**src/line_follower_pid_steering_unit_macros.svh**
```systemverilog
// assertion macros shared by the steering unit rtl
// no dependencies; included by files that carry concurrent checks
`ifndef LINE_FOLLOWER_PID_STEERING_UNIT_MACROS_SVH
`define LINE_FOLLOWER_PID_STEERING_UNIT_MACROS_SVH

// same-cycle implication, disabled during reset
`define LFPS_ASSERT_NOW(label, clk, rstn, ante, cons, msg) \
    label: assert property (@(posedge clk) disable iff (!(rstn)) (ante) |-> (cons)) \
        else $error(msg);

// next-cycle implication, disabled during reset
`define LFPS_ASSERT_NEXT(label, clk, rstn, ante, cons, msg) \
    label: assert property (@(posedge clk) disable iff (!(rstn)) (ante) |=> (cons)) \
        else $error(msg);

`endif

```
**src/lfps_pkg.sv**
```systemverilog
// types, constants and the sensor pattern table of the steering unit
// no dependencies; imported by every module of the unit
package lfps_pkg;

    localparam int unsigned GAIN_W   = 8;
    localparam int unsigned SPEED_W  = 8;
    localparam int unsigned SENSOR_W = 5;
    localparam int unsigned ERR_W    = 4;
    localparam int unsigned DIFF_W   = 5;
    localparam int unsigned INTEG_W  = 16;
    localparam int unsigned CFG_IDX_W = 2;

    localparam logic [CFG_IDX_W-1:0] REG_GAIN_P     = 2'd0;
    localparam logic [CFG_IDX_W-1:0] REG_GAIN_I     = 2'd1;
    localparam logic [CFG_IDX_W-1:0] REG_GAIN_D     = 2'd2;
    localparam logic [CFG_IDX_W-1:0] REG_BASE_SPEED = 2'd3;

    localparam logic signed [INTEG_W-1:0] INTEG_MAX = 16'sh7FFF;
    localparam logic signed [INTEG_W-1:0] INTEG_MIN = 16'sh8000;
    localparam logic [SPEED_W-1:0]        SPEED_MAX = 8'd255;
    localparam logic signed [ERR_W-1:0]   ERR_LOW   = -4'sd4;
    localparam logic signed [ERR_W-1:0]   ERR_HIGH  = 4'sd4;

    typedef struct packed {
        logic [GAIN_W-1:0]  gain_p;
        logic [GAIN_W-1:0]  gain_i;
        logic [GAIN_W-1:0]  gain_d;
        logic [SPEED_W-1:0] base_speed;
    } cfg_t;

    typedef struct packed {
        logic signed [ERR_W-1:0]   err;
        logic signed [DIFF_W-1:0]  diff;
        logic signed [INTEG_W-1:0] integ;
    } err_stage_t;

    typedef struct packed {
        logic                    hit;
        logic signed [ERR_W-1:0] err;
    } lookup_t;

    // sensor pattern to position error, bit0 is the leftmost sensor
    function automatic lookup_t lookup_error(input logic [SENSOR_W-1:0] pat);
        lookup_t res;
        res.hit = 1'b1;
        case (pat)
            5'h01:   res.err = -4'sd4;
            5'h03:   res.err = -4'sd3;
            5'h02:   res.err = -4'sd2;
            5'h06:   res.err = -4'sd1;
            5'h04:   res.err = 4'sd0;
            5'h0C:   res.err = 4'sd1;
            5'h08:   res.err = 4'sd2;
            5'h18:   res.err = 4'sd3;
            5'h10:   res.err = 4'sd4;
            default: begin
                res.hit = 1'b0;
                res.err = 4'sd0;
            end
        endcase
        return res;
    endfunction

endpackage

```
**src/lfps_error_track.sv**
```systemverilog
// position error decode, held error and saturating integral state
// depends on lfps_pkg; feeds the decoded stage register to lfps_pid_calc
module lfps_error_track (
    input  logic                           aclk,
    input  logic                           aresetn,
    input  logic                           load,
    input  logic [lfps_pkg::SENSOR_W-1:0]  sensor_bits,
    output lfps_pkg::err_stage_t           stage
);
    import lfps_pkg::*;

    // the previous step's error is always the held error
    logic signed [ERR_W-1:0]   held_error_reg;
    logic signed [INTEG_W-1:0] integ_reg;
    err_stage_t                stage_reg;

    lookup_t                   lut;
    logic signed [ERR_W-1:0]   err_next;
    logic signed [DIFF_W-1:0]  diff_next;
    logic signed [INTEG_W:0]   integ_sum;
    logic signed [INTEG_W-1:0] integ_next;

    always_comb begin
        lut       = lookup_error(sensor_bits);
        err_next  = lut.hit ? lut.err : held_error_reg;
        diff_next = DIFF_W'(err_next) - DIFF_W'(held_error_reg);
        integ_sum = (INTEG_W+1)'(integ_reg) + (INTEG_W+1)'(err_next);
        if (integ_sum[INTEG_W] != integ_sum[INTEG_W-1]) begin
            integ_next = integ_sum[INTEG_W] ? INTEG_MIN : INTEG_MAX;
        end else begin
            integ_next = integ_sum[INTEG_W-1:0];
        end
    end

    always_ff @(posedge aclk) begin
        if (!aresetn) begin
            held_error_reg <= '0;
            integ_reg      <= '0;
        end else if (load) begin
            held_error_reg <= err_next;
            integ_reg      <= integ_next;
        end
    end

    always_ff @(posedge aclk) begin
        if (load) begin
            stage_reg.err   <= err_next;
            stage_reg.diff  <= diff_next;
            stage_reg.integ <= integ_next;
        end
    end

    assign stage = stage_reg;

endmodule

```
**src/lfps_pid_calc.sv**
```systemverilog
// pid sum and motor speed clamp, purely combinational
// depends on lfps_pkg; driven by the lfps_error_track stage register
module lfps_pid_calc (
    input  lfps_pkg::err_stage_t          stage,
    input  lfps_pkg::cfg_t                cfg,
    output logic [lfps_pkg::SPEED_W-1:0]  left_speed,
    output logic [lfps_pkg::SPEED_W-1:0]  right_speed
);
    import lfps_pkg::*;

    localparam int unsigned GS_W   = GAIN_W + 1;
    localparam int unsigned PP_W   = GS_W + ERR_W;
    localparam int unsigned PI_W   = GS_W + INTEG_W;
    localparam int unsigned PD_W   = GS_W + DIFF_W;
    localparam int unsigned SUM_W  = PI_W + 2;

    logic signed [GS_W-1:0]  gp_s;
    logic signed [GS_W-1:0]  gi_s;
    logic signed [GS_W-1:0]  gd_s;
    logic signed [PP_W-1:0]  prod_p;
    logic signed [PI_W-1:0]  prod_i;
    logic signed [PD_W-1:0]  prod_d;
    logic signed [SUM_W-1:0] pid;
    logic signed [SUM_W-1:0] base_s;
    logic signed [SUM_W-1:0] left_raw;
    logic signed [SUM_W-1:0] right_raw;

    function automatic logic [SPEED_W-1:0] clamp_speed(input logic signed [SUM_W-1:0] v);
        logic [SPEED_W-1:0] res;
        if (v < 0) begin
            res = '0;
        end else if (v > SUM_W'($signed({1'b0, SPEED_MAX}))) begin
            res = SPEED_MAX;
        end else begin
            res = v[SPEED_W-1:0];
        end
        return res;
    endfunction

    always_comb begin
        gp_s      = $signed({1'b0, cfg.gain_p});
        gi_s      = $signed({1'b0, cfg.gain_i});
        gd_s      = $signed({1'b0, cfg.gain_d});
        prod_p    = PP_W'(gp_s) * PP_W'(stage.err);
        prod_i    = PI_W'(gi_s) * PI_W'(stage.integ);
        prod_d    = PD_W'(gd_s) * PD_W'(stage.diff);
        pid       = SUM_W'(prod_p) + SUM_W'(prod_i) + SUM_W'(prod_d);
        base_s    = $signed(SUM_W'(cfg.base_speed));
        left_raw  = base_s - pid;
        right_raw = base_s + pid;
        left_speed  = clamp_speed(left_raw);
        right_speed = clamp_speed(right_raw);
    end

endmodule

```
**src/line_follower_pid_steering_unit.sv**
```systemverilog
// PID steering for a line follower: one 5-bit sensor sample in, one pair of
// motor speeds and the position error out. A sample is taken every cycle the
// input is ready; the decode/integral register loads at the transfer edge and
// the result register behind the pid and clamp logic loads when the stage
// advances into a free result register. Sustained rate is one sample per cycle
// while results are taken. Gains and base speed are written through the cfg
// port, by the user only while idle; the block itself does not enforce it.
// depends on lfps_pkg, lfps_error_track, lfps_pid_calc and the macros header
module line_follower_pid_steering_unit (
    input  logic                              aclk,
    input  logic                              aresetn,
    input  logic                              cfg_wr_en,
    input  logic [lfps_pkg::CFG_IDX_W-1:0]    cfg_index,
    input  logic [lfps_pkg::GAIN_W-1:0]       cfg_wdata,
    input  logic                              s_tvalid,
    output logic                              s_tready,
    input  logic [7:0]                        s_tdata,   // [4:0] sensor_bits
    output logic                              m_tvalid,
    input  logic                              m_tready,
    output logic [23:0]                       m_tdata    // [7:0] left_speed,
                                                         // [15:8] right_speed,
                                                         // [19:16] position_error
);
    import lfps_pkg::*;
`include "line_follower_pid_steering_unit_macros.svh"

    cfg_t                    cfg_reg;
    logic                    stg_valid_reg;
    logic                    stg_valid_next;
    logic                    out_valid_reg;
    logic                    out_valid_next;
    logic [SPEED_W-1:0]      left_reg;
    logic [SPEED_W-1:0]      right_reg;
    logic signed [ERR_W-1:0] err_reg;

    logic                    out_ready;
    logic                    stg_adv;
    logic                    s_xfer;
    err_stage_t              stage;
    logic [SPEED_W-1:0]      left_speed;
    logic [SPEED_W-1:0]      right_speed;

    always_ff @(posedge aclk) begin
        if (!aresetn) begin
            cfg_reg <= '0;
        end else if (cfg_wr_en) begin
            unique case (cfg_index)
                REG_GAIN_P:     cfg_reg.gain_p     <= cfg_wdata;
                REG_GAIN_I:     cfg_reg.gain_i     <= cfg_wdata;
                REG_GAIN_D:     cfg_reg.gain_d     <= cfg_wdata;
                REG_BASE_SPEED: cfg_reg.base_speed <= cfg_wdata;
                default:        cfg_reg            <= cfg_reg;
            endcase
        end
    end

    assign out_ready = !out_valid_reg || m_tready;
    assign stg_adv   = stg_valid_reg && out_ready;
    assign s_tready  = !stg_valid_reg || out_ready;
    assign s_xfer    = s_tvalid && s_tready;

    always_comb begin
        stg_valid_next = stg_valid_reg;
        if (s_xfer) begin
            stg_valid_next = 1'b1;
        end else if (stg_adv) begin
            stg_valid_next = 1'b0;
        end
        out_valid_next = out_valid_reg;
        if (stg_adv) begin
            out_valid_next = 1'b1;
        end else if (m_tready) begin
            out_valid_next = 1'b0;
        end
    end

    always_ff @(posedge aclk) begin
        if (!aresetn) begin
            stg_valid_reg <= 1'b0;
            out_valid_reg <= 1'b0;
        end else begin
            stg_valid_reg <= stg_valid_next;
            out_valid_reg <= out_valid_next;
        end
    end

    lfps_error_track u_error_track (
        .aclk        (aclk),
        .aresetn     (aresetn),
        .load        (s_xfer),
        .sensor_bits (s_tdata[SENSOR_W-1:0]),
        .stage       (stage)
    );

    lfps_pid_calc u_pid_calc (
        .stage       (stage),
        .cfg         (cfg_reg),
        .left_speed  (left_speed),
        .right_speed (right_speed)
    );

    always_ff @(posedge aclk) begin
        if (stg_adv) begin
            left_reg  <= left_speed;
            right_reg <= right_speed;
            err_reg   <= stage.err;
        end
    end

    assign m_tvalid = out_valid_reg;
    assign m_tdata  = {4'd0, err_reg, right_reg, left_reg};

    `LFPS_ASSERT_NEXT(a_xfer_fills_stage, aclk, aresetn,
        s_xfer, stg_valid_reg, "accepted sample did not reach the decode stage")
    `LFPS_ASSERT_NEXT(a_stage_reaches_out, aclk, aresetn,
        stg_adv, out_valid_reg, "decoded sample did not reach the result register")
    `LFPS_ASSERT_NEXT(a_drain_empties, aclk, aresetn,
        out_valid_reg && m_tready && !stg_valid_reg, !out_valid_reg,
        "result register kept a transfer that was already taken")
    `LFPS_ASSERT_NOW(a_err_range, aclk, aresetn,
        out_valid_reg, (err_reg >= ERR_LOW) && (err_reg <= ERR_HIGH),
        "position error out of range")

endmodule

```
**config.mk**
```make
export PLATFORM = sky130hd
export DESIGN_NAME = line_follower_pid_steering_unit
export DESIGN_NICKNAME = d
export VERILOG_FILES = /design/src/lfps_pkg.sv /design/src/lfps_error_track.sv /design/src/lfps_pid_calc.sv /design/src/line_follower_pid_steering_unit.sv
export VERILOG_INCLUDE_DIRS = /design/src /design/src/src
export SDC_FILE = /design/constraint.sdc
export NUM_CORES = 1
export LEC_CHECK = 0
export BUFFER_PORTS_ARGS = -buffer_cell sky130_fd_sc_hd__buf_2
export CELL_PAD_IN_SITES_DETAIL_PLACEMENT = 0
export CELL_PAD_IN_SITES_GLOBAL_PLACEMENT = 1
export CORE_MARGIN = 2
export CORE_UTILIZATION = 46
export CTS_CLUSTER_SIZE = 20
export DETAILED_ROUTE_END_ITERATION = 10
export GPL_ROUTABILITY_DRIVEN = 0
export HOLD_SLACK_MARGIN = 0.15
export PLACE_DENSITY_LB_ADDON = 0.1
export REMOVE_ABC_BUFFERS = 1
export SLEW_MARGIN = 5
export SYNTH_ARGS = -nofsm -noshare
export SYNTH_HDL_FRONTEND = slang
export SYNTH_HIERARCHICAL = 1
export SYNTH_SLANG_ARGS = --single-unit
```
**constraint.sdc**
```tcl
create_clock -name aclk -period 8.3 [get_ports aclk]
set_clock_uncertainty 0.1 [all_clocks]
set_input_delay 2.49 -clock aclk [delete_from_list [all_inputs] [get_ports aclk]]
set_output_delay 2.49 -clock aclk [all_outputs]
set_load 0.01 [all_outputs]
```
# Word-level counts from Yosys, hierarchy flattened
# Cells that the tools add are included.
dict set report op_classes {
  n_mux 11
  bitwise_logic 0
  order_cmp 4
  reduce_logical 14
  addsub 6
  eq_ne 13
  shift 0
  div_mod_pow 0
  n_mul 3
}
# operator n
set op_table {}
lappend op_table {{> comparator 27 x 9 -> 1 bit, second input constant} 2}
lappend op_table {{< comparator 27 x 1 -> 1 bit, second input constant} 2}
lappend op_table {{2-to-1 mux 16 bit} 2}
lappend op_table {{case mux 4 bit (8 select lines)} 1}
lappend op_table {{adder 26 x 14 -> 27 bit} 1}
lappend op_table {{adder 9 x 27 -> 27 bit} 1}
lappend op_table {{subtractor 9 x 27 -> 27 bit} 1}
lappend op_table {{adder 13 x 25 -> 26 bit} 1}
lappend op_table {{multiplier 9 x 16 -> 25 bit} 1}
lappend op_table {{adder 16 x 4 -> 17 bit} 1}
lappend op_table {{2-to-1 mux 8 bit} 2}
lappend op_table {{multiplier 9 x 5 -> 14 bit} 1}
lappend op_table {{multiplier 9 x 4 -> 13 bit} 1}
lappend op_table {{equality test 5 x 2 -> 1 bit, second input constant} 2}
lappend op_table {{equality test 5 x 3 -> 1 bit, second input constant} 2}
lappend op_table {{equality test 5 x 4 -> 1 bit, second input constant} 2}
lappend op_table {{equality test 5 bit, second input constant} 2}
lappend op_table {{OR reduction 9 bit} 1}
lappend op_table {{AND reduction 2 bit} 4}
lappend op_table {{equality test 5 x 1 -> 1 bit, second input constant} 1}
lappend op_table {{2-to-1 mux 1 bit} 5}
lappend op_table {{subtractor 4 x 4 -> 5 bit} 1}
lappend op_table {{equality test 2 bit, second input constant} 2}
lappend op_table {{2-to-1 mux 4 bit} 1}
lappend op_table {{other kinds (7)} 11}
dict set report totals {
  rom_bits 0
  ff_bits 99
  elab_cells 65
  input_bits 23
  latch_bits 0
  mem_count 0
  ramBits 0
  output_inout_bits 26
}

# Logic depth before layout (Yosys ltp)
# Gate-level depths: netlist of the first run.
dict set report logic_depth {
  word_depth 7
  depth_mapped 28
  ltp_nobuf 28
}

# Cells and area by module
# Netlist of the first run, hierarchy kept.
# module cells_each seq_area_each_um2 n_inst area_per_inst_um2
set modules_own_cells {}
lappend modules_own_cells {lfps_pid_calc 1189 0.0 1 10123.5}
lappend modules_own_cells {lfps_error_track 338 1151.1 1 3085.5}
lappend modules_own_cells {line_follower_pid_steering_unit 150 1281.2 1 1901.8}

# Worst setup path before layout of the first run
# Ideal clock, no wire load.
dict set report synth_path {
  kind {reg2reg}
  startpoint {register u_error_track.stage_reg, in the netlist u_error_track/stage[24]}
  endpoint {register right_reg[2], data pin}
  path_stages_with_launch 27
  path_buffers 0
  t_required_ns 7.921
  setup_time_ns 0.279
  slack_ns 0.501
  t_arrival_ns 7.420
  period_less_slack_ns 7.799
  cell_sequence {edfxtp_1 > inv_1 > nor2_1 > fa_1 > inv_1 > fa_1 > inv_1 > fa_1 > inv_1 > fa_1 > fa_1 > inv_1 > fa_1 > ha_1 > a21oi_1 > o21a_1 > xnor2_1 > ha_1 > nand2_1 > o311ai_0 > nor2_1 > or4_4 > or4_1 > a211oi_2 > o221ai_2 > nor3_4 > a31oi_1}
}
dict set report synth_via {
  elab_chain_cells 6
  elab_cells_between_ends 7
  cone_classes {add/sub: 3; mul: 1; order compare: 2; mux: 1}
}
# item line
set synth_rtl {}
lappend synth_rtl {{from (decl)} lfps_error_track.sv:15} ;# err_stage_t stage_reg;
lappend synth_rtl {{multiplier 9 x 4 -> 13 bit (*)} lfps_pid_calc.sv:44} ;# prod_p = PP_W'(gp_s) * PP_W'(stage.err);
lappend synth_rtl {{adder 13 x 25 -> 26 bit (*)} lfps_pid_calc.sv:47} ;# pid = SUM_W'(prod_p) + SUM_W'(prod_i) + SUM_W'(prod_d);
lappend synth_rtl {{adder 26 x 14 -> 27 bit (*)} lfps_pid_calc.sv:47}
lappend synth_rtl {{adder 9 x 27 -> 27 bit (*)} lfps_pid_calc.sv:50} ;# right_raw = base_s + pid;
lappend synth_rtl {{> comparator 27 x 9 -> 1 bit} lfps_pid_calc.sv:32} ;# end else if (v > SUM_W'($signed({1'b0, SPEED_MAX}))) begin
lappend synth_rtl {{2-to-1 mux 8 bit} lfps_pid_calc.sv:32}
lappend synth_rtl {{to (signal assigned)} line_follower_pid_steering_unit.sv:105} ;# right_reg <= right_speed;
lappend synth_rtl {{to (decl)} line_follower_pid_steering_unit.sv:33} ;# logic [SPEED_W-1:0] right_reg;
# Mark *: on every way between the ends. The rest lies on a longest branch, timed or not.
# A chain may end at the register's enable or synchronous reset.

# Final worst setup path of the first run
dict set report layout_path {
  startpoint {register u_error_track.stage_reg, in the netlist u_error_track/stage[19]}
  endpoint {register right_reg[4], data pin}
}
dict set report layout_via {
  elab_chain_cells 5
  elab_cells_between_ends 6
  cone_classes {add/sub: 2; mul: 1; order compare: 2; mux: 1}
}
# item line
set layout_rtl {}
lappend layout_rtl {{multiplier 9 x 5 -> 14 bit (*)} lfps_pid_calc.sv:46} ;# prod_d = PD_W'(gd_s) * PD_W'(stage.diff);
lappend layout_rtl {{adder 26 x 14 -> 27 bit (*)} lfps_pid_calc.sv:47}
lappend layout_rtl {{adder 9 x 27 -> 27 bit (*)} lfps_pid_calc.sv:50}
lappend layout_rtl {{> comparator 27 x 9 -> 1 bit} lfps_pid_calc.sv:32}
lappend layout_rtl {{2-to-1 mux 8 bit} lfps_pid_calc.sv:32}
# Marks and branches as above.

==> results of run 1 <==
==> critical path, stage by stage, from the launching register on <==
cell and delay [ns]:
edfxtp_1 0.50, and2_1 0.20, fa_1 0.50, inv_1 0.05, fa_1 0.50, fa_1 0.52, inv_1 0.06, fa_1 0.46
fa_1 0.54, inv_1 0.05, fa_1 0.54, inv_1 0.05, ha_2 0.36, o211ai_2 0.13, o21a_1 0.24, xnor2_2 0.18
ha_4 0.32, nand2_1 0.07, o311ai_2 0.28, buf_4 0.17, nor2_1 0.04, or4_4 0.46, or4_1 0.44, a211oi_2 0.24
o221ai_2 0.17, nor3_4 0.34, a31oi_1 0.14
==> power by group through the flow <==
stage | sequential, mW | combinational, mW | clock (mW)
6_report | 0.703 | 3.29 | 0.431
5_1_grt | 0.715 | 3.74 | 0.463
4_1_cts | 0.705 | 3.25 | 0.446
3_5_place_dp | 0.716 | 3.23 | 0
3_3_place_gp | 0.714 | 3.19 | 0
2_1_floorplan | 0.701 | 2.44 | 0
==> path summary, 6_finish.rpt <==
path | from | to | slack [ns]
hold / removal | cfg_reg[0] | cfg_reg[0] | 0.39
hold reg to reg | cfg_reg[0] | cfg_reg[0] | 0.39
setup reg to reg | u_error_track/stage[19] | right_reg[4] | 0.40
setup / recovery | u_error_track/stage[19] | right_reg[4] | 0.40
==> cell families (layout without fill, tap and decap cells) <==
group | after synthesis | in the layout | share of synthesized area
buffers and inverters | 356 | 395 | 0.0940
adders and majority gates | 340 | 340 | 0.382
other | 1 | 4 | 0.000248
xor gates and xnor gates | 44 | 44 | 0.0265
DFF | 99 | 99 | 0.161
muxes | 44 | 44 | 0.0292
and+or+nand+nor | 499 | 499 | 0.167
AOI/OAI and AO/OA | 294 | 294 | 0.140
==> synth_stat cells, types with 8 or more instances <==
master | instances | area [µm²]
nand3_1 | 28 | 140
inv_1 | 295 | 1110
a31oi_1 | 20 | 125
nor2b_1 | 10 | 62.6
o211ai_1 | 18 | 135
edfxtp_1 | 45 | 1350
o21ai_0 | 40 | 200
xnor2_1 | 33 | 289
xor2_1 | 9 | 78.8
a21o_1 | 17 | 128
clkbuf_1 | 28 | 105
nand2_1 | 188 | 706
o21bai_1 | 9 | 67.6
and2_1 | 109 | 682
a41oi_1 | 10 | 87.6
nand4_1 | 17 | 106
nor4_1 | 8 | 50.1
a21oi_1 | 62 | 310
o21a_1 | 15 | 113
dfxtp_1 | 54 | 1080
nor3_1 | 14 | 70.1
nand2b_1 | 15 | 93.8
fa_1 | 203 | 4060
and3_1 | 10 | 62.6
buf_2 | 22 | 110
mux2i_1 | 43 | 430
ha_1 | 128 | 1600
maj3_2 | 9 | 101
nor2_1 | 62 | 233
a211oi_1 | 11 | 82.6
or3_1 | 9 | 56.3
==> per-layer routing <==
layer / up-vias / GRT usage
li1: 5648 / -
met3: 18 / 0.0244
met5: - / 0
met1: 5629 / 0.283
met2: 128 / 0.380
met4: 0 / 0.0451
==> placed cells by master (no fill, tap or decap), types with 28 or more instances in the layout <==
master | Yosys | layout
inv_1 | 295 | 294
fa_1 | 203 | 203
nand2_1 | 188 | 188
ha_1 | 128 | 125
and2_1 | 109 | 109
nor2_1 | 62 | 62
a21oi_1 | 62 | 61
dfxtp_1 | 54 | 54
edfxtp_1 | 45 | 45
mux2i_1 | 43 | 43
buf_4 | 7 | 42
buf_2 | 22 | 41
o21ai_0 | 40 | 39
xnor2_1 | 33 | 32
nand3_1 | 28 | 28
==> per-stage QoR <==
step	utilization	instances	setup WS (ns)	hold WS, ns	TNS [ns]
after floorplan	-	1619	0.500	0.357	0
after global placement	0.488	2136	0.0935	0.375	0
after detailed placement	0.488	2136	0.0934	0.385	0
after global routing	0.501	2161	-0.0195	0.401	-0.0456
final	0.501	2161	0.400	0.390	0
after CTS	0.497	2152	0.0479	0.396	0
==> what timing repair did <==
item | in CTS | in global routing
hold buffers | 0 | 0
gates resized for setup | 0 | 11
setup endpoints to repair | 0 | 16
hold endpoints to repair | 0 | 0
buffers inserted | 0 | 9
==> final cells by class <==
| type | count | area share |
|---|---|---|
| well taps | 442 | 0.0340 |
| repair buffers | 84 | 0.0327 |
| multi-input cells | 1225 | 0.697 |
| clock buffers | 9 | 0.0139 |
| flip-flops and latches | 99 | 0.150 |
| inverters | 295 | 0.0681 |
| clock inverters | 7 | 0.00423 |
==> out/summary.txt, run 1 <==
Outcome -> completed
Internal -> 2.15 mW
Number of H-tree levels -> 3
Worst Hold Depth -> 2
Crit path kind -> flop to flop
Initial DRC Count -> 592
Net Sw Frac -> 0.514
Met1 Wirelength -> 16.0 mm
PnR Total Power -> 4.42 mW
DIE HEIGHT -> 185 µm
Final Max Tran Viols -> 0
Layout net count -> 2068
Final HPWL DP -> 28.7 mm
Fin area -> 16300 µm²
Combinational power share -> 0.744
Initial Utilization -> 0.466
Area of the multi-input gates -> 11300 µm²
CP required -> 8.32 ns
# fillers -> 3173
Tightest Pin Transition -> 0.754 ns
Syn Inst Count -> 1677
Ant. Diodes -> 0
Critical path fanouts, max -> 7
YS warnings -> 6
Placed cell area -> 15800 µm²
Clk_lat worst skew -> 0.38 ns
Pin count of the biggest net entering global routing -> 60
Rows -> 66
Vias in the first global route -> 11400
# setup viols final -> 0
Worst-path clk slew -> 0.07 ns
Clock root buffer -> clkbuf_16
First-pass DRT Iterations -> 5
Largest register FFs -> 32
Relative slew slack -> 0.494
Initial antenna violation count -> 0
Top Layer Used -> met4
Post-synth EDFFs -> 45
Reg2reg path depth -> 26
Crit start category -> flop
TritonCTS clock tree -> built
Number of I/O port buffers -> 41
GRT Total Usage -> 0.215
Mapped cell area -> 15100 µm²
Post-synth ARST share -> 0
Routed vias -> 11400
Fin crit share -> 0.952
Arr. time, crit path -> 7.92 ns
DRT Wirelength -> 34.2 mm
Residual DRC -> 0
Gr ovfl total -> 0
IO Pins -> 49
CP endpoint kind -> flop
Maximum VDD drop -> 0.000180 V
Clk sinks -> 99
Met3 WL -> 724 µm
Clk buf depth -> 2
Ys flop type -> dfxtp_1
Drt wl/cell -> 15.8 µm
WL met2 -> 17.2 mm
Num CTS Buffers -> 9
Hold Path Class -> flop to flop
Die Wd -> 185 µm
Area Overhead vs Synth -> 7.54%
Max-cap viol count -> 0
Register area -> 2430 µm²
Synthesized area per cell -> 9.01 µm²
Share of cells above drive strength 1 -> 0.0896
Leak pwr -> 7.72 nW
Sequential share of power -> 0.159
First-pass GRT wire length -> 58.3 mm
Sw Pwr -> 2.28 mW
Core area -> 32500 µm²
Die area -> 34300 µm²
PwrDens -> 272 nW/µm²
Sequential share of the synthesized area -> 0.161
Final Hold Viols -> 0
Minimum clock period after layout -> 7.90 ns
F_max -> 0.127 GHz
#FFs+latches synth -> 99
Post-route ant nets -> 0
Vias per cell -> 5.29
Clock network fraction of total power -> 0.097
Synth cell types -> 95
Power figures use the tool's default switching activity.
==> inputs of run 2 (changes only) <==
- CORE_MARGIN: 2 -> 5
- CORE_UTILIZATION: 46 -> 51
- clock period: 8.3 -> 7.3 ns (I/O delays scaled with it)
==> out/summary.txt, run 2 (synthesis results as in run 1) <==
Outcome -> finished with violations
Failing checks -> negative setup slack
Area Overhead vs Synth -> 18.7%
Number of H-tree levels -> 3
Pre-CTS WS -> -0.622 ns
Largest register FFs -> 32
Arr. time, crit path -> 7.46 ns
CP max stage delay -> 0.57 ns
Residual DRC -> 0
PnR Total Power -> 6.45 mW
Final worst slack -> -0.147 ns
Initial antenna violation count -> 0
Clk buf depth -> 2
IO Pins -> 49
Routed vias -> 12100
Clk sinks -> 99
Post-route ant nets -> 0
Commonest non-fill, non-tap cell in the layout -> inv_1
Rows -> 63
Worst path bufs/invs -> 6
Final HPWL DP -> 29.5 mm
F_max -> 0.134 GHz
Die Wd -> 182 µm
Hold Slack -> 0.396 ns
RSZ-0062 raised after global routing -> true
Min-Delay Endpoint -> u_error_track/integ_reg[15]
CP endpoint kind -> flop
Worst Hold Depth -> 2
Slowest cell on the critical path -> fa_1
Maximum VDD drop -> 0.000205 V
Worst-path clk slew -> 0.07 ns
Die area -> 33200 µm²
Clock root buffer -> clkbuf_16
Tightest Pin Transition -> 1.24 ns
GRT Total Usage -> 0.227
Minimum clock period after layout -> 7.45 ns
Drt wl/cell -> 16.0 µm
Most frequent cells in the layout -> 285 x inv_1, 199 x fa_1, 184 x nand2_1
Vias in the first global route -> 12900
Vias per cell -> 5.37
Share of cells above drive strength 1 -> 0.212
Cell Count Post-Placement -> 2219
Number of I/O port buffers -> 41
DRT Wirelength -> 36.1 mm
Crit path kind -> flop to flop
Initial DRC Count -> 562
Num CTS Buffers -> 9
Initial Utilization -> 0.513
Leak pwr -> 8.59 nW
Core area -> 29500 µm²
Hold_buf cts -> 0
First-pass DRT Iterations -> 6
Final Core Density -> 0.608
Reg2reg path depth -> 28
Hold Path Class -> flop to flop
CP required -> 7.31 ns
Max-cap viol count -> 0
Reg2reg start -> u_error_track/stage[19]
RR Endpoint -> right_reg[3]
Final Max Tran Viols -> 0
Crit start category -> flop
Ant. Diodes -> 0
TritonCTS clock tree -> built
Clk_lat worst skew -> 0.38 ns
Setup TNS -> -0.987 ns
Worst Min Path Start -> u_error_track/integ_reg[15]
DIE HEIGHT -> 182 µm
Pin count of the biggest net entering global routing -> 60
PwrDens -> 359 nW/µm²
Final Hold Viols -> 0
Placed cell area -> 16800 µm²
Layout net count -> 2217
Gr ovfl total -> 0
Relative slew slack -> 0.170
Fin crit share -> 1.02
Cell Count, Final, Fillers Out -> 2258
Critical path fanouts, max -> 7
First-pass GRT wire length -> 62.4 mm
# setup viols final -> 8
Fin area -> 17900 µm²
Setup slack, reg-to-reg -> -0.15 ns
CP top delay family -> adder cells
-- run 2: per-layer routing --
metal | up-vias | global-route usage | part of all wire
met5 | - | 0 | 0
li1 | 5943 | - | -
met2 | 196 | 0.398 | 0.49
met4 | 0 | 0.0516 | 0.019
met3 | 40 | 0.0335 | 0.037
met1 | 5956 | 0.299 | 0.45
-- run 2: how the worst max path moves through the flow --
stage	from	end	slack, ns	depth (start not counted)
global route	u_error_track/stage[19]	right_reg[3]	-0.39	27
CTS	u_error_track/stage[19]	right_reg[3]	-0.29	25
global placement	u_error_track/stage[18]	right_reg[4]	-0.54	25
floorplan	u_error_track/stage[24]	right_reg[2]	-0.50	26
finish	u_error_track/stage[19]	right_reg[3]	-0.15	28
detailed placement	u_error_track/stage[17]	right_reg[3]	-0.62	25
-- run 2: timing repair --
item | 4_1_cts | 5_1_grt
gates cloned | 0 | 0
pin swaps | 53 | 65
gates resized for setup | 63 | 72
endpoints found under the setup margin | 16 | 16
buffers inserted | 15 | 13
-- run 2: report_power, final --
part           internal [mW]  switching [mW]  leakage (nW)  total, mW
Combinational           2.35            2.81          7.57       5.17
Sequential             0.712          0.0672         0.882      0.779
Clock                  0.267           0.235         0.146      0.502
-- run 2: cell type report --
class / instances / area, µm²
fillers: 2639 / 11500
repair buffers: 233 / 1690
inverters: 295 / 1110
well taps: 390 / 488
clock inverters: 6 / 66.3
multi-input cells: 1225 / 11900
clock buffers: 10 / 229
flip-flops and latches: 99 / 2440
-- run 2: worst register-to-register path: cells and delay by family, from the launching register on --
kind | cells | cell delay [ns]
AOI/OAI and AO/OA | 5 | 0.89
xor gates and xnor gates | 1 | 0.15
adders and majority gates | 8 | 3.37
buffers and inverters | 6 | 0.62
DFF | 1 | 0.51
and+or+nand+nor | 8 | 1.55
==> inputs of run 3 (changes only) <==
- CAP_MARGIN: not set -> 40
- CTS_BUF_LIST: not set -> sky130_fd_sc_hd__clkbuf_8 sky130_fd_sc_hd__clkbuf_16
- PLACE_DENSITY_LB_ADDON: 0.1 -> 0.25
==> out/summary.txt, run 3 (synthesis results as in run 1) <==
Final HPWL DP -> 29.3 mm
Placed cell area -> 16800 µm²
Die area -> 33200 µm²
Cell Count Post-Placement -> 2219
Vias in the first global route -> 12700
CP required -> 7.30 ns
Residual DRC -> 0
Worst-path clk slew -> 0.08 ns
Final Max Tran Viols -> 0
Cell Count, Final, Fillers Out -> 2248
Initial DRC Count -> 620
Clk sinks -> 99
Leak pwr -> 8.52 nW
Hold_buf cts -> 0
Failing checks -> negative setup slack
Number of I/O port buffers -> 41
Initial Utilization -> 0.513
Hold Slack -> 0.407 ns
Core area -> 29500 µm²
Pre-CTS WS -> -0.624 ns
Ant. Diodes -> 0
Critical path fanouts, max -> 7
PwrDens -> 348 nW/µm²
Hold Path Class -> flop to flop
Layout net count -> 2207
F_max -> 0.133 GHz
Vias per cell -> 5.41
Minimum clock period after layout -> 7.53 ns
Fin area -> 17600 µm²
Pin count of the biggest net entering global routing -> 60
WL met2 -> 17.8 mm
Clk_lat worst skew -> 0.38 ns
Clock root buffer -> clkbuf_16
# setup viols final -> 16
Final worst slack -> -0.232 ns
Share of cells above drive strength 1 -> 0.187
First-pass DRT Iterations -> 5
Final Core Density -> 0.597
Met3 WL -> 1.10 mm
Commonest non-fill, non-tap cell in the layout -> inv_1
Post-route ant nets -> 0
Final Hold Viols -> 0
TritonCTS clock tree -> built
Most frequent cells in the layout -> 291 x inv_1, 202 x fa_1, 186 x nand2_1
Outcome -> finished with violations
Slowest cell on the critical path -> fa_1
Maximum VDD drop -> 0.000229 V
Rows -> 63
# fillers -> 2631
Clk buf depth -> 2
CP endpoint kind -> flop
GRT Total Usage -> 0.220
CP max stage delay -> 0.59 ns
RSZ-0062 raised after global routing -> true
Tightest Pin Transition -> 0.668 ns
Initial antenna violation count -> 0
Crit path top cell by count -> fa_1
Crit start category -> flop
CP top delay family -> adder cells
Met1 Wirelength -> 15.6 mm
Setup TNS -> -2.67 ns
DRT Wirelength -> 35.5 mm
PnR Total Power -> 6.13 mW
Number of H-tree levels -> 3
Routed vias -> 12200
Top Layer Used -> met4
Drt wl/cell -> 15.8 µm
Relative slew slack -> 0.551
Die Wd -> 182 µm
Arr. time, crit path -> 7.54 ns
Gr ovfl total -> 0
Num CTS Buffers -> 9
IO Pins -> 49
DIE HEIGHT -> 182 µm
Crit path kind -> flop to flop
First-pass GRT wire length -> 60.3 mm
Area Overhead vs Synth -> 16.5%
Largest register FFs -> 32
Fin crit share -> 1.03
Worst path bufs/invs -> 4
Max-cap viol count -> 0
run 3: cell types whose count changed in the layout (fill, tap and decap cells not counted), sizes merged:
| cell | delta |
|---|---|
| buf | -9 |
| clkinv | -4 |
| clkbuf | -1 |
| bufinv | +1 |
| inv | +3 |
run 3: area by class of cell:
class | instances | area, µm² | area share
Sequential cell | 99 | 2430 | 0.138
Clock buffer | 10 | 250 | 0.0142
Clock inverter | 6 | 85.1 | 0.00483
Tap cell | 390 | 488 | 0.0277
Timing Repair Buffer | 223 | 1590 | 0.0905
Inverter | 295 | 1110 | 0.0629
Multi-Input combinational cell | 1225 | 11600 | 0.662
run 3: worst paths after layout:
kind	startpoint	to	slack, ns	cells after the start
max	u_error_track/stage[19]	right_reg[6]	-0.23	25
min	u_error_track/integ_reg[15]	u_error_track/integ_reg[15]	0.41	2
max reg2reg	u_error_track/stage[19]	right_reg[6]	-0.23	25
min reg2reg	u_error_track/integ_reg[15]	u_error_track/integ_reg[15]	0.41	2
run 3: metal layers:
| metal | global-route usage | vias to the layer above |
|---|---|---|
| met3 | 0.0249 | 57 |
| li1 | - | 5924 |
| met4 | 0.0699 | 0 |
| met1 | 0.282 | 5979 |
| met2 | 0.390 | 208 |
| met5 | 0 | - |
run 3: report_power, final:
| part | total, mW | internal [mW] | leakage (nW) | switching, mW |
|---|---|---|---|---|
| clock | 0.556 | 0.322 | 0.167 | 0.234 |
| sequential | 0.776 | 0.712 | 0.881 | 0.0633 |
| combinational | 4.80 | 2.12 | 7.47 | 2.67 |
run 3: tightest hold or removal path: cells and delay by family (launching register included):
family / cells / cell delay (ns)
AO/OA/AOI/OAI: 1 / 0.06
flip-flops: 1 / 0.32
AND/OR/NAND/NOR: 1 / 0.09
run 3: what timing repair did:
action / CTS / global route
resized for setup: 31 / 47
pin swaps: 31 / 17
endpoints found under the setup margin: 16 / 16
buffers inserted: 10 / 4
